--- config.mk ---
export PLATFORM = sky130hd
export DESIGN_NAME = hsb_to_rgb_duty_core_flat
export DESIGN_NICKNAME = d
export VERILOG_FILES = /design/src/hsb_pkg.sv /design/src/hsb_req_if.sv /design/src/hsb_duty_if.sv /design/src/hsb_duty_div.sv /design/src/hsb_to_rgb_duty_core.sv /design/src/flat_wrapper.sv
export SDC_FILE = /design/constraint.sdc
export NUM_CORES = 2
export LEC_CHECK = 0
export ABC_AREA = 1
export ABC_CLOCK_PERIOD_IN_PS = 17900
export BUFFER_PORTS_ARGS = -buffer_cell sky130_fd_sc_hd__buf_2
export CAP_MARGIN = 15
export CORE_MARGIN = 2
export CORE_UTILIZATION = 59
export DETAILED_ROUTE_END_ITERATION = 7
export PLACE_DENSITY = 0.75
export SLEW_MARGIN = 30
export SYNTH_ARGS = -nofsm -noshare
export SYNTH_HDL_FRONTEND = slang
export SYNTH_SLANG_ARGS = --single-unit
--- constraint.sdc ---
create_clock -name clk -period 17.9 [get_ports clk]
set_input_delay 3.58 -clock clk [delete_from_list [all_inputs] [get_ports clk]]
set_output_delay 3.58 -clock clk [all_outputs]
set_load 0.02 [all_outputs]
--- src/hsb_pkg.sv ---
// shared constants, types and helpers for the hsb to rgb duty converter
package hsb_pkg;

	localparam int unsigned DUTY_BITS = 13;

	localparam int unsigned HUE_W   = 12;
	localparam int unsigned PCT_W   = 7;
	localparam int unsigned REM_W   = 10;
	localparam int unsigned LEVEL_W = 16;

	localparam logic [HUE_W-1:0]   HUE_FULL    = 12'd3600;
	localparam logic [HUE_W-1:0]   SECTOR_SPAN = 12'd600;
	localparam logic [PCT_W-1:0]   PCT_FULL    = 7'd100;
	localparam logic [LEVEL_W-1:0] LEVEL_FULL  = 16'd60000;

	// level denominator 6000000 = 2^7 * 46875
	localparam int unsigned DEN_SHIFT = 7;
	localparam int unsigned DIV_ODD   = 46875;
	localparam int unsigned RECIP_W   = 17;
	localparam int unsigned RECIP_SH  = 32;
	localparam logic [RECIP_W-1:0] RECIP =
		RECIP_W'((64'd1 << RECIP_SH) / 64'(DIV_ODD));

	localparam int unsigned NUM_W = PCT_W + LEVEL_W;
	localparam int unsigned Y_W   = NUM_W + DUTY_BITS - DEN_SHIFT;

	localparam int unsigned PIPE_DEPTH = 5;
	localparam int unsigned CNT_W      = $clog2(PIPE_DEPTH + 1);

	typedef enum logic [2:0] {
		SEC_R_TO_Y,
		SEC_Y_TO_G,
		SEC_G_TO_C,
		SEC_C_TO_B,
		SEC_B_TO_M,
		SEC_M_TO_R
	} hsb_sector_t;

	typedef struct packed {
		logic s3;
		logic s4;
		logic s5;
	} hsb_stage_en_t;

	function automatic logic [HUE_W-1:0] sector_base(input hsb_sector_t sec);
		logic [HUE_W-1:0] base;
		case (sec)
			SEC_R_TO_Y: base = 12'd0;
			SEC_Y_TO_G: base = 12'd600;
			SEC_G_TO_C: base = 12'd1200;
			SEC_C_TO_B: base = 12'd1800;
			SEC_B_TO_M: base = 12'd2400;
			SEC_M_TO_R: base = 12'd3000;
			default:    base = 12'd0;
		endcase
		return base;
	endfunction

endpackage

--- src/hsb_req_if.sv ---
// color request channel: hue, saturation, brightness and on flag
interface hsb_req_if;
	import hsb_pkg::*;

	logic               valid;
	logic               ready;
	logic [HUE_W-1:0]   hue_tenths;
	logic [PCT_W-1:0]   saturation_pct;
	logic [PCT_W-1:0]   brightness_pct;
	logic               light_on;

	modport source (
		output valid, hue_tenths, saturation_pct, brightness_pct, light_on,
		input  ready
	);

	modport sink (
		input  valid, hue_tenths, saturation_pct, brightness_pct, light_on,
		output ready
	);
endinterface

--- src/hsb_duty_if.sv ---
// duty result channel: red, green and blue pwm duties
interface hsb_duty_if;
	import hsb_pkg::*;

	logic                 valid;
	logic                 ready;
	logic [DUTY_BITS-1:0] red_duty;
	logic [DUTY_BITS-1:0] green_duty;
	logic [DUTY_BITS-1:0] blue_duty;

	modport source (
		output valid, red_duty, green_duty, blue_duty,
		input  ready
	);

	modport sink (
		input  valid, red_duty, green_duty, blue_duty,
		output ready
	);
endinterface

--- src/hsb_duty_div.sv ---
// one channel: level numerator scaled to duty range and divided by the level denominator
module hsb_duty_div (
	input  logic                          clk,
	input  hsb_pkg::hsb_stage_en_t        stage_en,
	input  logic [hsb_pkg::PCT_W-1:0]     bri_s2,
	input  logic [hsb_pkg::LEVEL_W-1:0]   level_s2,
	output logic [hsb_pkg::DUTY_BITS-1:0] duty_s5
);
	import hsb_pkg::*;

	localparam int unsigned PROD_W = NUM_W + DUTY_BITS;
	localparam int unsigned EST_W  = Y_W + RECIP_W;

	logic [NUM_W-1:0]     num;
	logic [PROD_W-1:0]    scaled;
	logic [Y_W-1:0]       y_s3;
	logic [Y_W-1:0]       y_s4;
	logic [EST_W-1:0]     est;
	logic [DUTY_BITS-1:0] qe_s4;
	logic [Y_W-1:0]       back;
	logic [Y_W-1:0]       rem;

	// num * (2^DUTY_BITS - 1) as shift and subtract, then drop the power-of-two part of the divisor
	assign num    = NUM_W'(bri_s2) * NUM_W'(level_s2);
	assign scaled = {num, {DUTY_BITS{1'b0}}} - PROD_W'(num);

	always_ff @(posedge clk) begin
		if (stage_en.s3) begin
			y_s3 <= scaled[PROD_W-1:DEN_SHIFT];
		end
	end

	// reciprocal estimate is exact or one short
	assign est = EST_W'(y_s3) * EST_W'(RECIP);

	always_ff @(posedge clk) begin
		if (stage_en.s4) begin
			y_s4  <= y_s3;
			qe_s4 <= est[RECIP_SH +: DUTY_BITS];
		end
	end

	assign back = Y_W'(qe_s4) * Y_W'(DIV_ODD);
	assign rem  = y_s4 - back;

	always_ff @(posedge clk) begin
		if (stage_en.s5) begin
			duty_s5 <= qe_s4 + DUTY_BITS'(rem >= Y_W'(DIV_ODD));
		end
	end
endmodule

--- src/hsb_to_rgb_duty_core.sv ---
// HSB to RGB PWM duty converter: takes one color request per clock unless stalled; the red,
// green and blue duties come out of a five-stage pipeline (sector split, p/q/t terms, scale,
// reciprocal estimate, correction); a stalled result holds its stage while earlier stages keep
// filling, so up to five requests are held and sustained throughput is one request per cycle
// whenever the sink is ready.
module hsb_to_rgb_duty_core (
	input logic        clk,
	input logic        arst_n,
	hsb_req_if.sink    req,
	hsb_duty_if.source duty
);
	import hsb_pkg::*;

	logic valid_s1, valid_s2, valid_s3, valid_s4, valid_s5;
	logic en_s1, en_s2, en_s3, en_s4, en_s5;

	logic [HUE_W-1:0]   hue_c;
	hsb_sector_t        sector_c;
	logic [PCT_W-1:0]   sat_c;
	logic [PCT_W-1:0]   bri_c;

	hsb_sector_t        sector_s1;
	logic [REM_W-1:0]   rem_s1;
	logic [PCT_W-1:0]   sat_s1;
	logic [PCT_W-1:0]   bri_s1;
	logic               on_s1;

	logic [LEVEL_W-1:0] lvl_p, lvl_q, lvl_t;
	logic [LEVEL_W-1:0] lvl_r, lvl_g, lvl_b;

	logic [LEVEL_W-1:0] red_s2, green_s2, blue_s2;
	logic [PCT_W-1:0]   bri_s2;
	logic               on_s2, on_s3, on_s4, on_s5;

	logic [DUTY_BITS-1:0] red_s5, green_s5, blue_s5;
	hsb_stage_en_t        stage_en;

	// each stage moves when it is empty or the next one moves
	assign en_s5 = !valid_s5 || duty.ready;
	assign en_s4 = !valid_s4 || en_s5;
	assign en_s3 = !valid_s3 || en_s4;
	assign en_s2 = !valid_s2 || en_s3;
	assign en_s1 = !valid_s1 || en_s2;
	assign req.ready = en_s1;

	assign stage_en = '{s3: en_s3, s4: en_s4, s5: en_s5};

	always_ff @(posedge clk or negedge arst_n) begin
		if (!arst_n) begin
			valid_s1 <= 1'b0;
			valid_s2 <= 1'b0;
			valid_s3 <= 1'b0;
			valid_s4 <= 1'b0;
			valid_s5 <= 1'b0;
		end else begin
			if (en_s1) valid_s1 <= req.valid;
			if (en_s2) valid_s2 <= valid_s1;
			if (en_s3) valid_s3 <= valid_s2;
			if (en_s4) valid_s4 <= valid_s3;
			if (en_s5) valid_s5 <= valid_s4;
		end
	end

	// stage 1: clamp and sector split
	always_comb begin
		hue_c = (req.hue_tenths >= HUE_FULL) ? '0 : req.hue_tenths;
		sat_c = (req.saturation_pct > PCT_FULL) ? PCT_FULL : req.saturation_pct;
		bri_c = (req.brightness_pct > PCT_FULL) ? PCT_FULL : req.brightness_pct;
		if (hue_c >= 12'd3000) begin
			sector_c = SEC_M_TO_R;
		end else if (hue_c >= 12'd2400) begin
			sector_c = SEC_B_TO_M;
		end else if (hue_c >= 12'd1800) begin
			sector_c = SEC_C_TO_B;
		end else if (hue_c >= 12'd1200) begin
			sector_c = SEC_G_TO_C;
		end else if (hue_c >= SECTOR_SPAN) begin
			sector_c = SEC_Y_TO_G;
		end else begin
			sector_c = SEC_R_TO_Y;
		end
	end

	always_ff @(posedge clk) begin
		if (en_s1) begin
			sector_s1 <= sector_c;
			rem_s1    <= REM_W'(hue_c - sector_base(sector_c));
			sat_s1    <= sat_c;
			bri_s1    <= bri_c;
			on_s1     <= req.light_on;
		end
	end

	// stage 2: p, q, t levels over 60000 and channel assignment
	always_comb begin
		lvl_p = LEVEL_W'(PCT_FULL - sat_s1) * LEVEL_W'(SECTOR_SPAN);
		lvl_q = LEVEL_FULL - LEVEL_W'(sat_s1) * LEVEL_W'(rem_s1);
		lvl_t = LEVEL_FULL - LEVEL_W'(sat_s1) * (LEVEL_W'(SECTOR_SPAN) - LEVEL_W'(rem_s1));
		case (sector_s1)
			SEC_R_TO_Y: begin
				lvl_r = LEVEL_FULL; lvl_g = lvl_t;      lvl_b = lvl_p;
			end
			SEC_Y_TO_G: begin
				lvl_r = lvl_q;      lvl_g = LEVEL_FULL; lvl_b = lvl_p;
			end
			SEC_G_TO_C: begin
				lvl_r = lvl_p;      lvl_g = LEVEL_FULL; lvl_b = lvl_t;
			end
			SEC_C_TO_B: begin
				lvl_r = lvl_p;      lvl_g = lvl_q;      lvl_b = LEVEL_FULL;
			end
			SEC_B_TO_M: begin
				lvl_r = lvl_t;      lvl_g = lvl_p;      lvl_b = LEVEL_FULL;
			end
			default: begin
				lvl_r = LEVEL_FULL; lvl_g = lvl_p;      lvl_b = lvl_q;
			end
		endcase
	end

	always_ff @(posedge clk) begin
		if (en_s2) begin
			red_s2   <= lvl_r;
			green_s2 <= lvl_g;
			blue_s2  <= lvl_b;
			bri_s2   <= bri_s1;
			on_s2    <= on_s1;
		end
	end

	always_ff @(posedge clk) begin
		if (en_s3) on_s3 <= on_s2;
		if (en_s4) on_s4 <= on_s3;
		if (en_s5) on_s5 <= on_s4;
	end

	hsb_duty_div u_div_red (
		.clk      (clk),
		.stage_en (stage_en),
		.bri_s2   (bri_s2),
		.level_s2 (red_s2),
		.duty_s5  (red_s5)
	);

	hsb_duty_div u_div_green (
		.clk      (clk),
		.stage_en (stage_en),
		.bri_s2   (bri_s2),
		.level_s2 (green_s2),
		.duty_s5  (green_s5)
	);

	hsb_duty_div u_div_blue (
		.clk      (clk),
		.stage_en (stage_en),
		.bri_s2   (bri_s2),
		.level_s2 (blue_s2),
		.duty_s5  (blue_s5)
	);

	// light off forces black
	assign duty.valid      = valid_s5;
	assign duty.red_duty   = on_s5 ? red_s5 : '0;
	assign duty.green_duty = on_s5 ? green_s5 : '0;
	assign duty.blue_duty  = on_s5 ? blue_s5 : '0;
endmodule

--- src/flat_wrapper.sv ---
// flat-port wrapper written by rule: the top's interface ports become plain ports
module hsb_to_rgb_duty_core_flat import hsb_pkg::*;
  (clk, arst_n, req_valid, req_hue_tenths, req_saturation_pct, req_brightness_pct, req_light_on, req_ready, duty_valid, duty_red_duty, duty_green_duty, duty_blue_duty, duty_ready);
  hsb_req_if req_i ();
  hsb_duty_if duty_i ();
  input logic clk;
  input logic arst_n;
  input wire logic [$bits(req_i.valid)-1:0] req_valid;
  input wire logic [$bits(req_i.hue_tenths)-1:0] req_hue_tenths;
  input wire logic [$bits(req_i.saturation_pct)-1:0] req_saturation_pct;
  input wire logic [$bits(req_i.brightness_pct)-1:0] req_brightness_pct;
  input wire logic [$bits(req_i.light_on)-1:0] req_light_on;
  output wire logic [$bits(req_i.ready)-1:0] req_ready;
  output wire logic [$bits(duty_i.valid)-1:0] duty_valid;
  output wire logic [$bits(duty_i.red_duty)-1:0] duty_red_duty;
  output wire logic [$bits(duty_i.green_duty)-1:0] duty_green_duty;
  output wire logic [$bits(duty_i.blue_duty)-1:0] duty_blue_duty;
  input wire logic [$bits(duty_i.ready)-1:0] duty_ready;
  assign req_i.valid = req_valid;
  assign req_i.hue_tenths = req_hue_tenths;
  assign req_i.saturation_pct = req_saturation_pct;
  assign req_i.brightness_pct = req_brightness_pct;
  assign req_i.light_on = req_light_on;
  assign req_ready = req_i.ready;
  assign duty_valid = duty_i.valid;
  assign duty_red_duty = duty_i.red_duty;
  assign duty_green_duty = duty_i.green_duty;
  assign duty_blue_duty = duty_i.blue_duty;
  assign duty_i.ready = duty_ready;
  hsb_to_rgb_duty_core u_core (.clk(clk), .arst_n(arst_n), .req(req_i), .duty(duty_i));
endmodule
==> results_dict.tcl <==
set metrics [dict create \
    ys_seq_elements 344 \
    core_sq_um 124000 \
    required_ns 14.32 \
    reg2reg_slack_ns 10.38 \
    setup_ws_ns 7.909 \
    numCtsBuffers 45 \
    routed.top_layer "met4" \
    htreeDepth 2 \
    n_antenna_cell 0 \
    syn_inst 8188 \
    cap_violations 0 \
    async_reset_ff_share_pct 1.453 \
    drive_above_1_share_pct 3.852 \
    rsz0062_at_grt "false" \
    r2r_cells 29 \
    clkSinkCount 344 \
    cpMostUsedCell "nor2_1" \
    cts_resized 0 \
    drv_slew 0 \
    finalHoldViolCount 0 \
    gr-total-overflow 0 \
    syn_to_final_growth_pct 5.077 \
    tightest_slew_ns 0.7609 \
    fmax_mhz 100.1 \
    gp_congestion 0.9401 \
    crit_arrival_ns 6.41 \
    grt_pass1_vias 56960 \
    cp_max_fo 54 \
    buffer_ports.inserted 71 \
    cts_buffer_depth 3 \
    ant_nets 0 \
    mostFrequentLayoutCells "inv_1 (2110), nand2_1 (1388), fa_1 (1207)" \
    dieArea_sq_um 127900 \
    wire_per_inst_microns 16.75 \
    crit_chain "buf_2 -> nor2_1 -> inv_2 -> buf_4 -> nor2_1 -> inv_4 -> nor2_1 -> clkinv_2 -> nor2_1 -> nand2_2 -> buf_4 -> buf_2" \
    mappedNetlistArea_sq_um 73790 \
    crit_path_end_kind "output pin" \
    wl_met2_mm 81.99 \
    remaining_drc_errors 0 \
    status "finished, final reports clean" \
    ios 72 \
    clk_pin_slew_ns 0.06 \
    cts_setup_buffers 0 \
    final.period_utilization_pct 55.82 \
    cts-root-buf "clkbuf_16" \
    cts_tree "done" \
    hpwl_mm 142.1 \
    grt_max_degree 77 \
    wl_met1_mm 72.51 \
    max_stage_delay_ns 0.54 \
    fin_nets 10620 \
    ys.warnings.count 0 \
    track_usage_pct 27.20 \
    ys.flop_type "edfxtp_1" \
    ys_types 74 \
    crit_path_start_kind "input port" \
    finalClockSkew_ns 0.04361 \
    instances_no_fill 9918 \
    hold_start "u_core.bri_s1[0]$_SDFFCE_PN0P_" \
    grt_antenna_before_repair 0 \
    die_x_microns 357.6 \
    wl_met3_mm 8.077 \
    dieHeight_microns 357.6 \
    wl_mm 166.2 \
    min_to "u_core.bri_s2[0]$_DFFE_PP_" \
    holdPathStages 0 \
    reg2reg_to "u_core.u_div_green.duty_s5[12]$_DFFE_PP_" \
    drt_first_pass_iters 6 \
    start_util_pct 59.52 \
    path_class "in -> out" \
    synth_edf_count 339 \
    clk_latency_ns 0.66 \
    syn_avg_cell_area_sq_um 9.011 \
    rows 129 \
    drt_iter0_drc 3194 \
    timing.max_slew.rel_slack_pct 49.27 \
    finalCriticalPeriod_ns 9.991 \
    place_ws_ns 7.866 \
    ys_seq_area_share_pct 13.97 \
    slowest_stage "inv_4" \
    r2r-start "u_core.u_div_green.qe_s4[11]$_DFFE_PP_" \
    grt_pass1_wl_mm 280.5 \
    dp.cells 9835 \
    hold_class "reg -> reg" \
    mostFrequentLayoutCell "inv_1" \
    vias 53220 \
    hold_buffers 0 \
    setup_tns_ns 0 \
    synth.net_count 10560 \
    viasPerCell 5.366 \
    setup_viol 0 \
]
==> cell families (layout without fill, tap and decap cells) <==
kind of cell,count (synthesis),in the layout,synth area share [%]
and+or+nand+nor,2231,2231,12.75
xor gates and xnor gates,317,317,4.002
buffers and inverters,2215,2308,11.29
adders and majority gates,2344,2344,52.03
AOI/OAI and AO/OA,737,737,5.959
DFF,344,344,13.97
==> worst max-delay path, delay by kind of cell <==
| family | cells | cell delay [ns] |
|---|---|---|
| buffers and inverters | 7 | 2.17 |
| AND/OR/NAND/NOR | 5 | 0.58 |
==> stage by stage <==
stage	area (sq um)	util [%]	hold slack, ns
global placement	76010	61.32	0.4010
detailed placement	76010	61.32	0.4061
finish	77530	62.55	0.4172
global route	77530	62.55	0.4246
floorplan	73790	-	0.4003
CTS	77530	62.54	0.4185
==> per-layer routing <==
layer | GRT usage, % | vias up
met5 | 0 | -
met4 | 6.494 | 0
li1 | - | 25460
met1 | 36.84 | 26280
met3 | 2.412 | 219
met2 | 47.47 | 1261
==> sequential cells by signal, summed over array words and instances (netlist names), 3 cells and up <==
| signal | count |
|---|---|
| u_core.u_div_blue.y_s3 | 29 |
| u_core.u_div_blue.y_s4 | 29 |
| u_core.u_div_green.y_s3 | 29 |
| u_core.u_div_green.y_s4 | 29 |
| u_core.u_div_red.y_s3 | 29 |
| u_core.u_div_red.y_s4 | 29 |
| u_core.blue_s2 | 16 |
| u_core.green_s2 | 16 |
| u_core.red_s2 | 16 |
| u_core.u_div_blue.duty_s5 | 13 |
| u_core.u_div_blue.qe_s4 | 13 |
| u_core.u_div_green.duty_s5 | 13 |
| u_core.u_div_green.qe_s4 | 13 |
| u_core.u_div_red.duty_s5 | 13 |
| u_core.u_div_red.qe_s4 | 13 |
| u_core.rem_s1 | 10 |
| u_core.bri_s1 | 7 |
| u_core.bri_s2 | 7 |
| u_core.sat_s1 | 7 |
| u_core.sector_s1 | 3 |
==> worst max-delay path by stage <==
stage / startpoint / depth (start not counted) / slack [ns] / end
2_1_floorplan: duty_ready / 8 / 4.35 / req_ready
3_3_place_gp: duty_ready / 12 / 7.86 / req_ready
3_5_place_dp: duty_ready / 12 / 7.87 / req_ready
4_1_cts: duty_ready / 12 / 7.86 / req_ready
5_1_grt: duty_ready / 12 / 7.63 / req_ready
6_report: duty_ready / 12 / 7.91 / req_ready
==> area by class of cell <==
class / count / area, sq um
Multi-Input combinational cell: 5629 / 55150
Fill cell: 10320 / 46430
Sequential cell: 344 / 10300
Inverter: 2137 / 8025
Tap cell: 1637 / 2048
Clock buffer: 49 / 1162
Timing Repair Buffer: 88 / 486.7
Clock inverter: 34 / 354.1
==> cell usage after synthesis, drive strengths merged (2+ instances only) <==
cell type,instances,area [sq um]
a31o,3,26.28
o21bai,22,180.2
dfrtp,5,125.1
o221a,3,33.78
nand2,1414,5385
a21boi,12,116.4
a2111o,2,22.52
a32oi,2,17.52
o21a,19,142.6
nor4,17,106.4
o2111ai,9,78.83
buf,18,86.33
a221oi,6,52.55
nand3,186,978.4
ha,1137,14230
o211ai,20,155.1
xnor2,89,828.3
a211oi,11,82.58
edfxtp,339,10180
o21ai,174,912.1
fa,1207,24160
and2,2,12.51
clkbuf,60,225.2
nand4,85,546.8
xor2,228,2125
o31ai,5,37.54
a31oi,24,150.1
a21oi,348,1787
o221ai,22,192.7
nand3b,23,185.2
nor3,78,444.2
inv,2132,8003
nor2,397,1568
clkinv,5,18.77
o22ai,10,62.56
or2,27,168.9
a21o,40,300.3
Power is left out: the tool's default activity adds up to more than one toggle a clock period on the data nets, which glitch-free logic cannot reach.
